==> src/hw/rtl/mrs_pkg.sv <==
// Types and constants shared by the monotonic run segmenter modules.
`timescale 1ns / 1ps
package mrs_pkg;

  localparam int SAMPLE_W = 16;
  localparam int LEN_W    = 10;
  localparam int IN_TDATA_W  = 16;
  localparam int OUT_TDATA_W = 32;
  localparam int QDEPTH   = 4;
  localparam int QPTR_W   = 2;
  localparam int QCNT_W   = 3;

  typedef enum logic [1:0] {
    DIR_NONE = 2'd0,
    DIR_UP   = 2'd1,
    DIR_DOWN = 2'd2
  } dir_t;

  localparam logic KIND_RUN      = 1'b0;
  localparam logic KIND_ENDPOINT = 1'b1;

  // One queue entry: every record caused by one input sample.
  typedef struct packed {
    logic                block_last;
    logic                has_turn;
    logic [LEN_W-1:0]    turn_len;
    logic [SAMPLE_W-1:0] turn_val;
    logic                has_close;
    logic [LEN_W-1:0]    close_len;
    logic [SAMPLE_W-1:0] close_val;
    logic                has_end;
    logic [SAMPLE_W-1:0] end_val;
  } mrs_entry_t;

endpackage

==> src/hw/rtl/monotonic_run_segmenter.sv <==
// A sample's first record passes through the queue and then the output register.
// One sample per cycle while the queue has room; a sample yields zero to three records.
// One record leaves per cycle unless out_tready stalls; a four-entry queue absorbs bursts.
// Synchronous reset (rst_n low) clears run state, queue pointers and output valid.
`timescale 1ns / 1ps
module monotonic_run_segmenter #(
  parameter int MAX_LEN = 256
) (
  input  logic                            clk,
  input  logic                            rst_n,
  input  logic                            in_tvalid,
  output logic                            in_tready,
  input  logic [mrs_pkg::IN_TDATA_W-1:0]  in_tdata,  // [15:0] sample
  input  logic                            in_tlast,  // block_end
  output logic                            out_tvalid,
  input  logic                            out_tready,
  output logic [mrs_pkg::OUT_TDATA_W-1:0] out_tdata, // [9:0] run_length, [25:10] value
  output logic                            out_tuser, // [0] kind
  output logic                            out_tlast  // last_of_block
);
  import mrs_pkg::*;

  logic       q_full;
  logic       accept;
  logic       push;
  mrs_entry_t push_entry;
  logic       pop;
  logic       head_valid;
  mrs_entry_t head_entry;

  assign in_tready = !q_full;
  assign accept    = in_tvalid && in_tready;

  mrs_front #(
    .MAX_LEN(MAX_LEN)
  ) u_front (
    .clk        (clk),
    .rst_n      (rst_n),
    .accept     (accept),
    .sample     (in_tdata[SAMPLE_W-1:0]),
    .block_end  (in_tlast),
    .push       (push),
    .push_entry (push_entry)
  );

  mrs_queue u_queue (
    .clk        (clk),
    .rst_n      (rst_n),
    .push       (push),
    .push_entry (push_entry),
    .pop        (pop),
    .full       (q_full),
    .head_valid (head_valid),
    .head_entry (head_entry)
  );

  mrs_back u_back (
    .clk        (clk),
    .rst_n      (rst_n),
    .head_valid (head_valid),
    .head_entry (head_entry),
    .pop        (pop),
    .out_tvalid (out_tvalid),
    .out_tready (out_tready),
    .out_tdata  (out_tdata),
    .out_tuser  (out_tuser),
    .out_tlast  (out_tlast)
  );

endmodule

==> src/hw/rtl/mrs_front.sv <==
// Front end: tracks run state per sample and builds one record bundle.
`timescale 1ns / 1ps
module mrs_front #(
  parameter int MAX_LEN = 256
) (
  input  logic                        clk,
  input  logic                        rst_n,
  input  logic                        accept,
  input  logic [mrs_pkg::SAMPLE_W-1:0] sample,
  input  logic                        block_end,
  output logic                        push,
  output mrs_pkg::mrs_entry_t         push_entry
);
  import mrs_pkg::*;

  localparam int CNT_W = $clog2(MAX_LEN + 1);
  localparam logic [CNT_W-1:0] MAX_CNT = CNT_W'(MAX_LEN);
  localparam logic [CNT_W-1:0] CNT_TWO = CNT_W'(2);

  logic [SAMPLE_W-1:0] prev_r, prev_nxt;
  logic                have_prev_r, have_prev_nxt;
  dir_t                dir_r, dir_nxt;
  logic [SAMPLE_W-1:0] start_r, start_nxt;
  logic [CNT_W-1:0]    cnt_r, cnt_nxt;
  logic [SAMPLE_W-1:0] last_start_r, last_start_nxt;
  logic                any_run_r, any_run_nxt;

  dir_t                step_dir;
  dir_t                dir_upd;
  logic [SAMPLE_W-1:0] start_upd;
  logic [CNT_W-1:0]    cnt_upd;
  logic                turn;
  logic                close;
  logic                endpoint;
  logic [SAMPLE_W-1:0] last_start_eff;
  logic                any_eff;
  logic [CNT_W+LEN_W-1:0] old_ext, upd_ext;
  logic [LEN_W-1:0]    old_len, upd_len;

  always_comb begin
    if ($signed(sample) > $signed(prev_r)) begin
      step_dir = DIR_UP;
    end else if ($signed(sample) < $signed(prev_r)) begin
      step_dir = DIR_DOWN;
    end else begin
      step_dir = DIR_NONE;
    end
  end

  // Run update for this sample, before block-end handling.
  always_comb begin
    dir_upd   = dir_r;
    start_upd = start_r;
    cnt_upd   = cnt_r;
    turn      = 1'b0;
    if (have_prev_r) begin
      if (dir_r == DIR_NONE) begin
        if (step_dir != DIR_NONE) begin
          dir_upd   = step_dir;
          start_upd = prev_r;
          cnt_upd   = CNT_TWO;
        end
      end else if (step_dir == DIR_NONE || step_dir == dir_r) begin
        if (cnt_r < MAX_CNT) begin
          cnt_upd = cnt_r + 1'b1;
        end
      end else begin
        turn      = 1'b1;
        dir_upd   = step_dir;
        start_upd = prev_r;
        cnt_upd   = CNT_TWO;
      end
    end
  end

  // Signed lengths, wrapped to the output field width.
  always_comb begin
    old_ext = {{LEN_W{1'b0}}, cnt_r};
    upd_ext = {{LEN_W{1'b0}}, cnt_upd};
    old_len = (dir_r == DIR_DOWN) ? -old_ext[LEN_W-1:0] : old_ext[LEN_W-1:0];
    upd_len = (dir_upd == DIR_DOWN) ? -upd_ext[LEN_W-1:0] : upd_ext[LEN_W-1:0];
  end

  always_comb begin
    close = block_end && (dir_upd != DIR_NONE);
    if (close) begin
      last_start_eff = start_upd;
    end else if (turn) begin
      last_start_eff = start_r;
    end else begin
      last_start_eff = last_start_r;
    end
    any_eff  = any_run_r | turn | close;
    endpoint = block_end && (!any_eff || last_start_eff != sample);
  end

  always_comb begin
    push_entry.block_last = block_end;
    push_entry.has_turn   = turn;
    push_entry.turn_len   = old_len;
    push_entry.turn_val   = start_r;
    push_entry.has_close  = close;
    push_entry.close_len  = upd_len;
    push_entry.close_val  = start_upd;
    push_entry.has_end    = endpoint;
    push_entry.end_val    = sample;
    push = accept && (turn || close || endpoint);
  end

  always_comb begin
    prev_nxt       = prev_r;
    have_prev_nxt  = have_prev_r;
    dir_nxt        = dir_r;
    start_nxt      = start_r;
    cnt_nxt        = cnt_r;
    last_start_nxt = last_start_r;
    any_run_nxt    = any_run_r;
    if (accept) begin
      if (block_end) begin
        // Clear everything for the next block.
        prev_nxt       = '0;
        have_prev_nxt  = 1'b0;
        dir_nxt        = DIR_NONE;
        start_nxt      = '0;
        cnt_nxt        = '0;
        last_start_nxt = '0;
        any_run_nxt    = 1'b0;
      end else begin
        prev_nxt       = sample;
        have_prev_nxt  = 1'b1;
        dir_nxt        = dir_upd;
        start_nxt      = start_upd;
        cnt_nxt        = cnt_upd;
        last_start_nxt = last_start_eff;
        any_run_nxt    = any_eff;
      end
    end
  end

  always_ff @(posedge clk) begin
    if (!rst_n) begin
      prev_r       <= '0;
      have_prev_r  <= 1'b0;
      dir_r        <= DIR_NONE;
      start_r      <= '0;
      cnt_r        <= '0;
      last_start_r <= '0;
      any_run_r    <= 1'b0;
    end else begin
      prev_r       <= prev_nxt;
      have_prev_r  <= have_prev_nxt;
      dir_r        <= dir_nxt;
      start_r      <= start_nxt;
      cnt_r        <= cnt_nxt;
      last_start_r <= last_start_nxt;
      any_run_r    <= any_run_nxt;
    end
  end

endmodule

==> src/hw/rtl/mrs_queue.sv <==
// Short queue of record bundles between the front and back ends.
`timescale 1ns / 1ps
module mrs_queue (
  input  logic                clk,
  input  logic                rst_n,
  input  logic                push,
  input  mrs_pkg::mrs_entry_t push_entry,
  input  logic                pop,
  output logic                full,
  output logic                head_valid,
  output mrs_pkg::mrs_entry_t head_entry
);
  import mrs_pkg::*;

  mrs_entry_t          slots_r [QDEPTH];
  logic [QPTR_W-1:0]   wr_ptr_r, wr_ptr_nxt;
  logic [QPTR_W-1:0]   rd_ptr_r, rd_ptr_nxt;
  logic [QCNT_W-1:0]   cnt_r, cnt_nxt;
  logic                do_pop;

  assign full       = (cnt_r == QCNT_W'(QDEPTH));
  assign head_valid = (cnt_r != '0);
  assign head_entry = slots_r[rd_ptr_r];
  assign do_pop     = pop && head_valid;

  always_comb begin
    wr_ptr_nxt = push ? wr_ptr_r + 1'b1 : wr_ptr_r;
    rd_ptr_nxt = do_pop ? rd_ptr_r + 1'b1 : rd_ptr_r;
    cnt_nxt    = cnt_r;
    if (push && !do_pop) begin
      cnt_nxt = cnt_r + 1'b1;
    end else if (do_pop && !push) begin
      cnt_nxt = cnt_r - 1'b1;
    end
  end

  always_ff @(posedge clk) begin
    if (push) begin
      slots_r[wr_ptr_r] <= push_entry;
    end
  end

  always_ff @(posedge clk) begin
    if (!rst_n) begin
      wr_ptr_r <= '0;
      rd_ptr_r <= '0;
      cnt_r    <= '0;
    end else begin
      wr_ptr_r <= wr_ptr_nxt;
      rd_ptr_r <= rd_ptr_nxt;
      cnt_r    <= cnt_nxt;
    end
  end

endmodule

==> src/hw/rtl/mrs_back.sv <==
// Back end: walks each bundle's records into the output register.
`timescale 1ns / 1ps
module mrs_back (
  input  logic                                 clk,
  input  logic                                 rst_n,
  input  logic                                 head_valid,
  input  mrs_pkg::mrs_entry_t                  head_entry,
  output logic                                 pop,
  output logic                                 out_tvalid,
  input  logic                                 out_tready,
  output logic [mrs_pkg::OUT_TDATA_W-1:0]      out_tdata,
  output logic                                 out_tuser,
  output logic                                 out_tlast
);
  import mrs_pkg::*;

  logic [1:0]          sent_r, sent_nxt;
  logic                valid_r, valid_nxt;
  logic [LEN_W-1:0]    len_r, len_nxt;
  logic [SAMPLE_W-1:0] val_r, val_nxt;
  logic                kind_r, kind_nxt;
  logic                last_r, last_nxt;

  logic                pend_turn, pend_close;
  logic                load;
  logic                final_rec;

  assign pend_turn  = head_entry.has_turn && !sent_r[0];
  assign pend_close = head_entry.has_close && !sent_r[1];
  assign load       = head_valid && (!valid_r || out_tready);

  always_comb begin
    len_nxt   = len_r;
    val_nxt   = val_r;
    kind_nxt  = kind_r;
    last_nxt  = last_r;
    sent_nxt  = sent_r;
    final_rec = 1'b1;
    valid_nxt = valid_r && !out_tready;
    if (load) begin
      valid_nxt = 1'b1;
      if (pend_turn) begin
        final_rec = !head_entry.has_close && !head_entry.has_end;
        len_nxt   = head_entry.turn_len;
        val_nxt   = head_entry.turn_val;
        kind_nxt  = KIND_RUN;
        sent_nxt  = sent_r | 2'b01;
      end else if (pend_close) begin
        final_rec = !head_entry.has_end;
        len_nxt   = head_entry.close_len;
        val_nxt   = head_entry.close_val;
        kind_nxt  = KIND_RUN;
        sent_nxt  = sent_r | 2'b10;
      end else begin
        len_nxt   = '0;
        val_nxt   = head_entry.end_val;
        kind_nxt  = KIND_ENDPOINT;
      end
      last_nxt = head_entry.block_last && final_rec;
      if (final_rec) begin
        sent_nxt = 2'b00;
      end
    end
    pop = load && final_rec;
  end

  always_ff @(posedge clk) begin
    len_r  <= len_nxt;
    val_r  <= val_nxt;
    kind_r <= kind_nxt;
    last_r <= last_nxt;
  end

  always_ff @(posedge clk) begin
    if (!rst_n) begin
      valid_r <= 1'b0;
      sent_r  <= 2'b00;
    end else begin
      valid_r <= valid_nxt;
      sent_r  <= sent_nxt;
    end
  end

  assign out_tvalid = valid_r;
  assign out_tdata  = {{(OUT_TDATA_W - LEN_W - SAMPLE_W){1'b0}}, val_r, len_r};
  assign out_tuser  = kind_r;
  assign out_tlast  = last_r;

endmodule

==> config.mk <==
export PLATFORM = sky130hd
export DESIGN_NAME = monotonic_run_segmenter
export DESIGN_NICKNAME = d
export VERILOG_FILES = /design/src/hw/rtl/mrs_pkg.sv /design/src/hw/rtl/monotonic_run_segmenter.sv /design/src/hw/rtl/mrs_front.sv /design/src/hw/rtl/mrs_queue.sv /design/src/hw/rtl/mrs_back.sv
export SDC_FILE = /design/constraint.sdc
export NUM_CORES = 1
export LEC_CHECK = 0
export BUFFER_PORTS_ARGS = -buffer_cell sky130_fd_sc_hd__buf_2
export CORE_MARGIN = 2
export CORE_UTILIZATION = 29
export DETAILED_ROUTE_END_ITERATION = 10
export GPL_TIMING_DRIVEN = 1
export MAX_ROUTING_LAYER = met4
export PLACE_DENSITY = 0.5
export SYNTH_ARGS = -nofsm -noshare
export SYNTH_HDL_FRONTEND = slang
export SYNTH_SLANG_ARGS = --single-unit
==> constraint.sdc <==
create_clock -name clk -period 10 [get_ports clk]
set_input_delay 2 -clock clk [delete_from_list [all_inputs] [get_ports clk]]
set_output_delay 2 -clock clk [all_outputs]
set_load 0.005 [all_outputs]
# Word-level counts from Yosys, hierarchy flattened
# Memories as Yosys holds them, arrays and structs flattened. A register that Yosys moved wholly into a read port is not among the register bits.
# Cells that the tools add are included.
# totals
regBits,99
latchBits,0
ram_bits,288
romBits,0
in_bits,21
output_inout_bits,36
word_cells,123
n_memories,1
# op_classes
addsub,7
multipliers,0
div_mod_pow,0
magnitude_cmp,3
n_eq_ne,6
n_shift,0
n_mux,48
bitwise_logic,2
n_reduce_logical,39
# memory_table
name,words,word_bits,rd,rd_clocked_by_memory_dff,write_ports,line_no,source
u_queue.slots_r,4,72,1,1,1,mrs_queue.sv:15,mrs_entry_t slots_r [QDEPTH];
# ops
operator,count
16-bit 2-to-1 mux,11
9-bit 2-to-1 mux,6
10-bit 2-to-1 mux,4
2-bit 2-to-1 mux,12
9-bit negation with 10-bit output,2
16-bit > comparator,1
16-bit < comparator,1
16-bit != test,1
1-bit logical AND,14
1-bit 2-to-1 mux,13
1-bit zero test,10
2-bit nonzero test,5
"9-bit by 1-bit adder with 9-bit output, second input constant",1
"9-bit < comparator, second input constant",1
3-bit 2-to-1 mux,2
1-bit logical OR,5
"2-bit by 1-bit adder with 2-bit output, second input constant",2
"2-bit equality test, second input constant",2
2-bit zero test,2
"3-bit by 1-bit adder with 3-bit output, second input constant",1
"3-bit equality test, second input constant",1
3-bit AND reduction,1
3-bit nonzero test,1
"3-bit by 1-bit subtractor with 3-bit output, second input constant",1
other kinds (4),5

# Depth between registers and ports, before layout
# Gate-level depths: netlist of run 1.
# depth
word_depth,20
depth_mapped,22
mapped_depth_nobuf,20

# By module
# From an unflattened synthesis of run 1, not the netlist that was laid out.
# unflattened
cells_unflattened,1183
hier_area_um2,17316.6
# modules_own_cells
mod,n_inst,cells_per_inst,area_each_um2,seq_area_each_um2
mrs_queue,1,419,10928.0,8828.5
mrs_front,1,634,4815.9,1221.2
mrs_back,1,128,1562.7,900.9
monotonic_run_segmenter,1,2,10.0,0.0

# Least setup slack after synthesis of run 1
# OpenSTA, ideal clock, no wires.
# synth_timing
path_type,input to register
startpoint,in in_tdata[15] (netlist name)
endpoint,mem u_queue.slots_r[0][0] (netlist name) (enable)
setup_ps,438
t_arrival_ps,6657
t_required_ps,9562
slack_ps,2905
path_stages,14
n_path_buf,0
cell_sequence,ha_1 -> nand4_4 -> nor4_4 -> o21ai_2 -> and3_1 -> nor2_1 -> mux2_2 -> a31oi_1 -> nor2b_1 -> or4_1 -> nand4_1 -> a2111oi_4 -> a21oi_2 -> and2_1
# synth_via
elab_chain_cells,18
elab_cells_between_ends,34
classes_between,order compare (2); eq/ne (2); mux (17); bitwise (2); reduce/logical (11)
# synth_rtl
item,line_no,source
"start, declared",monotonic_run_segmenter.sv:13,"input logic [mrs_pkg::IN_TDATA_W-1:0] in_tdata,"
16-bit < comparator,mrs_front.sv:43,end else if ($signed(sample) < $signed(prev_r)) begin
2-bit 2-to-1 mux,mrs_front.sv:43,
2-bit 2-to-1 mux,mrs_front.sv:41,if ($signed(sample) > $signed(prev_r)) begin
2-bit equality test / 2-bit zero test (equally long branches),mrs_front.sv:63,end else if (step_dir == DIR_NONE || step_dir == dir_r) begin
1-bit logical OR,mrs_front.sv:63,
2-bit 2-to-1 mux,mrs_front.sv:63,
2-bit 2-to-1 mux,mrs_front.sv:57,if (dir_r == DIR_NONE) begin
2-bit 2-to-1 mux,mrs_front.sv:56,if (have_prev_r) begin
[... 3 more ...],-,
16-bit != test / 1-bit zero test (equally long branches),mrs_front.sv:94,endpoint = block_end && (!any_eff || last_start_eff != sample);
1-bit logical OR,mrs_front.sv:94,
1-bit logical AND,mrs_front.sv:94,
1-bit logical OR *,mrs_front.sv:107,push = accept && (turn || close || endpoint);
1-bit logical AND *,mrs_front.sv:107,
net push,monotonic_run_segmenter.sv:25,logic push;
1-bit 2-to-1 mux *,mrs_queue.sv:38,if (push) begin
1-bit 2-to-1 mux (implied by the code) *,mrs_queue.sv:39,slots_r[wr_ptr_r] <= push_entry;
"end, declared",mrs_queue.sv:15,
# Mark *: on every way through the listed nets, which the timed path passes. The rest lies on a longest branch.

# Worst setup path in the final report of run 1
# layout_timing
startpoint,in in_tdata[1] (netlist name)
endpoint,mem u_queue.slots_r[1][45] (netlist name) (enable)
# Same word-level chain as after synthesis.

==> impl_metrics.ini, run 1 <==
[run_status]
status = finished, final reports clean

[floorplanning]
fp.dieW_um = 245.0
die_h_um = 245.0
die_area_um2 = 60040
ios = 57
core.rowCount = 88
start_util = 0.2926
coreArea_um2 = 57590

[timing]
skew_ns = 0.01863
setup_viol = 0
period_needed_ns = 6.968
tns_ns = 0
tightest_slew_ns = 0.9875
period_share = 0.6968
fmax_mhz = 143.5
rsz0062_at_grt = no
slew_headroom = 0.3417
hold_viol_final = 0
slew_viol_final = 0

[global_routing]
grt_overflow_total = 0
track_usage = 0.1392
grt_pass1_vias = 10077
antenna_found_initial = 5
grt_max_degree = 74
grt_pass1_wl_um = 61620

[logic_synthesis]
ys_ff_latch = 389
syn_inst = 1153
synth_area_um2 = 16850
synthArstFlopShare = 0
avgSynthCellArea_um2 = 14.61
synth_edf_count = 316
yosysTopAreaCellShare = 0.5632
ys_warn_count = 0
post-synth-top-area-cell = edfxtp_1
synth.area.top_cells = edfxtp_1 56%, mux4_2 9.6%, dfxtp_1 8.7%
synthFlopType = edfxtp_1
yosysSeqAreaShare = 0.6500
synth_cell_types = 73

[critical_path]
critical_path.reg2reg.startpoint = u_front.prev_r[5]
criticalPathCategory = input port to register
crit_path_top_delay_cell = o21ai_2
path_cells = buf_2, ha_1, nor2b_1, o211a_1, o21a_1, o31ai_1, a21oi_1, o21ai_2, nand2_1, a31oi_1, a2111oi_0, nand4_1, a2111oi_4, a21oi_2, and2_4, buf_4
rrSetupSlack_ns = 4.23
worstPathMaxFanout = 40
reg2reg_depth = 16
max_stage_delay_ns = 0.70
arrival_ns = 7.15
required_ns = 10.19
timing.rr.end = u_queue.slots_r[1][45]
startpoint_type = input port
worstSetupEndpointType = register

[layout]
fin_util = 0.3350
final_common_cell = edfxtp_1
final_cell_mix = 316 x edfxtp_1, 77 x nor2_1, 72 x mux4_2
drive_above_1_share = 0.1859
nets = 1244
area_delta_synth_final_pct = 14.50

[route]
num_vias = 9635
routed_wl_um = 40020
drtIter0Drc = 802
route.detailed.drc = 0
drt-wirelength-per-cell_um = 20.01
ant_nets = 0
first_pass_iters = 5
vias_per_cell = 4.818

[power]
powerDensity_nw_per_um2 = 231.6
combPwrFrac = 0.207
p_int_mw = 3.236
p_seq_frac = 0.450
p_clk_frac = 0.343
switching_share = 0.2758
p_leak_nw = 6.308
vdd_drop_max_mv = 0.1022
p_sw_mw = 1.232

[place]
hpwl_um = 24940
place.gp.congestion = 0.9175
io_buffers = 50

[clock_tree]
cts_sinks = 389
clk_path_buf_depth = 3
htree_num_levels = 2
cts_root_buffer = clkbuf_16
cts_tree = built
postCtsSetupBuffers = 0
clk_latency_ns = 0.56
cts-resized-gates = 0
cts-hold-fix-buffers = 0
clk_pin_slew_ns = 0.06
cts_made_buffers = 44

[min_path]
worst_hold_path.num_cells = 2
hold_class = register to register
min_to = u_front.any_run_r
min-delay-start = u_front.any_run_r

[flow_run]
cap_viol_max_count = 0
-- cell type report --
cell class	count	area [um2]
fillers	5525	38300
flip-flops and latches	389	10960
multi-input cells	653	5465
clock buffers	62	1220
well taps	765	957.2
repair buffers	66	370.4
inverters	44	165.2
clock inverters	18	148.9
diodes	3	7.507
-- synth_stat cells, types with 19 or more instances --
library cell,count
mux4_2,72
mux2i_1,33
edfxtp_1,316
nor2_1,77
a31oi_1,22
a21oi_1,42
o21ai_0,36
clkbuf_1,50
nor3_1,19
a22oi_1,36
nor2b_1,57
inv_1,44
dfxtp_1,73
ha_1,24
nand2_1,49
and2_1,21
-- worst max-delay path: cells and delay by family --
kind | cells | cell delay (ns)
buffers and inverters | 2 | 0.77
adders and majority gates | 1 | 0.33
AOI/OAI and AO/OA | 9 | 2.59
and+or+nand+nor | 4 | 1.39
-- flip-flops by register name, summed over array words and instances, names as in the netlist, 3 cells and up, named ones only --
name                  count
u_back.len_r             10
u_back.val_r             16
u_front.cnt_r             9
u_front.prev_r           16
u_front.last_start_r     16
u_queue.slots_r         288
u_queue.cnt_r             3
u_front.start_r          16
-- kinds of logic after synthesis --
family | Yosys count | share of synthesized area
flip-flops | 389 | 0.6500
buffers and inverters | 116 | 0.02830
AND/OR/NAND/NOR | 276 | 0.08615
multiplexers | 108 | 0.1179
adder cells (fa/ha/maj) | 25 | 0.01901
AO/OA/AOI/OAI | 206 | 0.08184
other | 1 | 0.0002226
XOR/XNOR | 32 | 0.01664
-- metrics by stage --
stage	instances	setup WS (ns)	power (mW)	hold slack, ns	instance area, um2
6_report	2000	3.032	4.468	0.4711	19290
5_1_grt	2000	2.605	4.696	0.5242	19290
4_1_cts	1997	3.030	4.551	0.4701	19280
3_5_place_dp	1917	2.406	3.005	0.4562	17910
3_3_place_gp	1917	2.521	2.996	0.4527	17910
2_1_floorplan	1158	2.905	2.664	0.4316	16870
-- power groups by stage --
stage,combinational [mW],sequential (mW),clock (mW)
2_1_floorplan,0.634,2.03,0
3_3_place_gp,0.951,2.05,0
3_5_place_dp,0.955,2.05,0
4_1_cts,0.958,2.02,1.58
5_1_grt,1.03,2.03,1.64
6_report,0.924,2.01,1.53
-- worst max-delay path by stage --
| stage | startpoint | end | cells after the start |
|---|---|---|---|
| floorplan | in_tdata[15] | u_queue.slots_r[0][0] | 14 |
| global placement | in_tdata[9] | u_queue.slots_r[1][1] | 16 |
| detailed placement | in_tdata[5] | u_queue.slots_r[0][54] | 16 |
| CTS | in_tdata[5] | u_queue.slots_r[0][29] | 16 |
| global route | in_tdata[11] | u_queue.slots_r[3][12] | 16 |
| finish | in_tdata[1] | u_queue.slots_r[1][45] | 16 |
-- layer usage --
| metal | vias up | global-route usage | part of all wire |
|---|---|---|---|
| met3 | 48 | 0.02460 | 0.043 |
| met1 | 4907 | 0.1860 | 0.47 |
| met2 | 197 | 0.2168 | 0.47 |
| li1 | 4483 | - | - |
| met5 | - | - | 0 |
| met4 | 0 | 0.04089 | 0.018 |
Note: power is estimated with default switching activity, not from simulation.
==> inputs of run 2 (changes only) <==
clock period = 7.3 ns   (was 10 ns; I/O delays follow)
==> run 2 against run 1 <==
Against the previous run: clock power increased by 39%; sequential power increased by 37%; utilization up 0.22 points; largest power group unchanged.
==> impl_metrics.ini, run 2 (synthesis gave the netlist of run 1 again) <==
[run_status]
status = finished, final reports clean

[timing]
fmax_mhz = 161.1
tightest_slew_ns = 0.8816
slew_headroom = 0.4123
setup_viol = 0
skew_ns = 0.01576
slew_viol_final = 0
period_needed_ns = 6.208
hold_viol_final = 0
rsz0062_at_grt = no
period_share = 0.8504
tns_ns = 0

[layout]
nets = 1252
area_delta_synth_final_pct = 15.25
instances_no_fill = 2007
final_common_cell = edfxtp_1
largest_reg_flops = 288
num-fill-cells = 5545
largest_register = u_queue.slots_r
final_cell_mix = 316 x edfxtp_1, 77 x nor2_1, 72 x mux4_2
drive_above_1_share = 0.1911

[place]
dp_cells = 1927
hpwl_um = 25300
place.gp.congestion = 0.8866
io_buffers = 50

[critical_path]
path_cells = buf_2, ha_1, nand4_2, nor4_4, nor2_2, o21a_1, a31o_2, o21ai_2, nand2_1, o21bai_1, o2111ai_1, or4_4, a2111oi_4, a21oi_2, ha_1, inv_1, fa_1, xor2_1, or3_1, a21boi_0
worstSetupEndpointType = register
max_stage_delay_ns = 0.55
worstPathMaxFanout = 18
cp_common_cell = ha_1
startpoint_type = input port
crit_path_top_delay_cell = or4_4
arrival_ns = 6.70
required_ns = 7.79
criticalPathCategory = input port to register

[clock_tree]
clk_path_buf_depth = 3
clk_latency_ns = 0.57
cts-resized-gates = 0
clk_pin_slew_ns = 0.06
htree_num_levels = 2
cts_made_buffers = 42
postCtsSetupBuffers = 0
cts_sinks = 389
cts_root_buffer = clkbuf_16
cts_tree = built
cts-hold-fix-buffers = 0

[route]
vias_per_cell = 4.919
route.detailed.drc = 0
drtIter0Drc = 749
first_pass_iters = 5
routed_wl_um = 40470
drt-wirelength-per-cell_um = 20.16
num_vias = 9872
ant_nets = 0

[global_routing]
grt_pass1_wl_um = 63110
grt_max_degree = 74
track_usage = 0.1414
grt_overflow_total = 0
antenna_found_initial = 5
grt_pass1_vias = 10256

[power]
p_leak_nw = 6.368
combPwrFrac = 0.207
p_int_mw = 4.453
vdd_drop_max_mv = 0.1754
p_sw_mw = 1.707
powerDensity_nw_per_um2 = 317.3
p_seq_frac = 0.448
p_clk_frac = 0.345
switching_share = 0.2771

[floorplanning]
core.rowCount = 88
coreArea_um2 = 57590
ios = 57
start_util = 0.2926
die_h_um = 245.0
die_area_um2 = 60040
fp.dieW_um = 245.0

[flow_run]
cap_viol_max_count = 0

[min_path]
hold_class = register to register
==> run 2: cell types whose count changed in the layout (fill, tap and decap cells not counted), sizes merged <==
cell / previous run / this run
buf: 66 / 76
clkbuf: 62 / 51
clkinv: 12 / 18
diode: 3 / 2
bufinv: 2 / 5
==> run 2: path summary, 6_finish.rpt <==
check / start / to / slack (ns) / depth (start not counted)
setup reg to reg: u_front.prev_r[5] / u_queue.cnt_r[2] / 1.72 / 20
hold / removal: u_front.any_run_r / u_front.any_run_r / 0.48 / 2
hold reg to reg: u_front.any_run_r / u_front.any_run_r / 0.48 / 2
setup / recovery: in_tdata[8] / u_queue.cnt_r[2] / 1.09 / 20
==> run 2: metrics by stage <==
step           utilization  setup WS [ns]  power [mW]  hold slack (ns)  area, um2
2_1_floorplan            -         0.7454       3.649           0.4316      16870
3_3_place_gp        0.3133         0.6658       4.111           0.4540      18040
3_5_place_dp        0.3133         0.5628       4.122           0.4650      18040
4_1_cts             0.3371          1.144       6.271           0.4788      19410
5_1_grt             0.3372         0.7298       6.483           0.5042      19420
6_report            0.3372          1.092       6.161           0.4824      19420
==> run 2: critical path: cells and delay by family <==
family | cells | cell delay (ns)
adders and majority gates | 3 | 0.81
buffers and inverters | 2 | 0.24
and+or+nand+nor | 6 | 2.09
AOI/OAI and AO/OA | 8 | 2.00
xor gates and xnor gates | 1 | 0.07
==> run 2: power groups by stage <==
stage / Sequential [mW] / Combinational, mW / Clock (mW)
final: 2.76 / 1.27 / 2.13
after global routing: 2.78 / 1.42 / 2.28
after global placement: 2.81 / 1.31 / 0
after floorplan: 2.78 / 0.869 / 0
after CTS: 2.76 / 1.32 / 2.19
after detailed placement: 2.81 / 1.31 / 0
==> run 2: final cells by class <==
cell class | count | area [um2] | share of cell area
Sequential cell | 389 | 10960 | 0.5642
Multi-Input combinational cell | 653 | 5465 | 0.2815
Clock buffer | 51 | 1095 | 0.05639
Tap cell | 765 | 957.2 | 0.04930
Timing Repair Buffer | 76 | 495.5 | 0.02552
Clock inverter | 27 | 277.8 | 0.01431
Inverter | 44 | 165.2 | 0.008506
Antenna cell | 2 | 5.005 | 0.0002578
==> run 2: per-layer routing <==
metal  GRT usage  up-vias  wire (um)
li1            -     4523          -
met1      0.1869     5094      18520
met2      0.2230      192      19230
met3     0.02777       63       1880
met4     0.03676        0        845
met5           -        -          0
==> inputs of run 3 (changes only) <==
RECOVER_POWER = 50   (was unset)
==> run 3 against run 2 <==
Against the previous run: the run now ends with max-capacitance violations, max-slew violations left; first-iteration DRC count up 9.7%; largest power group unchanged; design area down 0.51%; worst hold slack worse by 0.0051 ns; highest routed layer unchanged.
==> impl_metrics.ini, run 3 (synthesis gave the netlist of run 1 again) <==
[run_status]
failed_checks = max-capacitance violations, max-slew violations
status = finished with violations

[flow_run]
cap_viol_max_count = 3

[critical_path]
worstPathMaxFanout = 11
crit_path_top_delay_cell = or2_0
worstSetupEndpointType = register
crit_family = simple AND/OR/NAND/NOR gates
startpoint_type = input port
crit_buf_inv = 2
criticalPathCategory = input port to register
required_ns = 7.78
path_cells = clkbuf_1, ha_1, nand4_4, nor4_1, o21ai_2, and3_1, nor3_1, or2_0, nand2_1, a32oi_1, a31oi_1, or4_4, a2111oi_4, a21oi_2, ha_1, inv_1, fa_1, xor2_1, or3_1, a21boi_0
cp_common_cell = ha_1
arrival_ns = 6.92
max_stage_delay_ns = 0.52

[clock_tree]
clk_pin_slew_ns = 0.06
cts_sinks = 389
cts_root_buffer = clkbuf_16
clk_path_buf_depth = 3
cts_tree = built
cts_made_buffers = 42
clk_latency_ns = 0.57
htree_num_levels = 2
postCtsSetupBuffers = 0
cts-resized-gates = 0
cts-hold-fix-buffers = 0

[route]
ant_nets = 0
first_pass_iters = 5
drt-wirelength-per-cell_um = 20.16
drtIter0Drc = 822
num_vias = 9862
routed_wl_um = 40450
route.detailed.drc = 0
vias_per_cell = 4.914

[global_routing]
use_met1 = 0.1869
grt_pass1_wl_um = 63110
track_usage = 0.1414
gr-max-usage-layer = met2
met2_usage = 0.2230
grt_overflow_total = 0
grt_pass1_vias = 10256
grt_max_degree = 74
antenna_found_initial = 5
grt_use_met3 = 0.02777

[layout]
largest_register = u_queue.slots_r
final_common_cell = edfxtp_1
fin_util = 0.3355
drive_above_1_share = 0.1508
final_cell_mix = 316 x edfxtp_1, 77 x nor2_1, 72 x mux4_2, 72 x dfxtp_1, 57 x nor2b_1
num-fill-cells = 5576
area_delta_synth_final_pct = 14.66
nets = 1252
largest_reg_flops = 288

[power]
p_leak_nw = 6.228
powerDensity_nw_per_um2 = 318.5
vdd_drop_max_mv = 0.1750

[floorplanning]
die_h_um = 245.0
die_area_um2 = 60040
coreArea_um2 = 57590
ios = 57
start_util = 0.2926
core.rowCount = 88
fp.dieW_um = 245.0

[timing]
hold_viol_final = 0
skew_ns = 0.01565
period_needed_ns = 6.437
tightest_slew_ns = 2.896
rsz0062_at_grt = no
hold_slack_ns = 0.4773
setup_viol = 0
slew_viol_final = 142
slew_headroom = -0.9306
period_share = 0.8817
tns_ns = 0
fmax_mhz = 155.4

[min_path]
hold_class = register to register

[place]
io_buffers = 50
hpwl_um = 25300
place.gp.congestion = 0.8866
run 3: changes by cell type in the layout (fill, tap and decap cells not counted), moves of 3 or more:
cell,delta
clkbuf_1,+42
and2_0,+4
and2_1,-4
mux2_1,+3
mux2_2,-3
buf_2,-35
buf_4,-8
run 3: where the power goes:
group,switching [mW],internal (mW),total (mW)
Clock,0.880,1.25,2.13
Sequential,0.0955,2.67,2.76
Combinational,0.734,0.525,1.26
run 3: per-stage QoR:
stage                     instances  cell area [um2]  setup slack, ns  power [mW]
after floorplan                1158            16870           0.7454       3.649
after global placement         1927            18040           0.6658       4.111
after detailed placement       1927            18040           0.5628       4.122
after CTS                      2005            19410            1.144       6.271
after global routing           2007            19320           0.3919       6.476
final                          2007            19320           0.8634       6.153
run 3: final timing paths:
kind                      from           endpoint  slack [ns]  cells after the start
max reg2reg           register    u_back.val_r[3]        1.48                      6
max               in_tdata[12]   u_queue.cnt_r[2]        0.86                     20
min reg2reg  u_front.any_run_r  u_front.any_run_r        0.48                      2
min          u_front.any_run_r  u_front.any_run_r        0.48                      2
run 3: cell type report:
cell class	count	area, um2	share of cell area
clock inverters	27	277.8	0.01438
clock buffers	51	1095	0.05667
well taps	765	957.2	0.04955
multi-input cells	653	5443	0.2818
inverters	44	165.2	0.008550
repair buffers	76	422.9	0.02189
diodes	2	5.005	0.0002591
flip-flops and latches	389	10950	0.5669
run 3: per-layer routing:
layer	up-vias	part of all wire
met5	-	0
met4	0	0.021
met3	61	0.048
met2	200	0.47
met1	5077	0.46
li1	4524	-
run 3: worst min-delay path, delay by kind of cell, from the launching register on:
kind | cells | cell delay, ns
flip-flops | 1 | 0.32
AO/OA/AOI/OAI | 1 | 0.04
AND/OR/NAND/NOR | 1 | 0.08
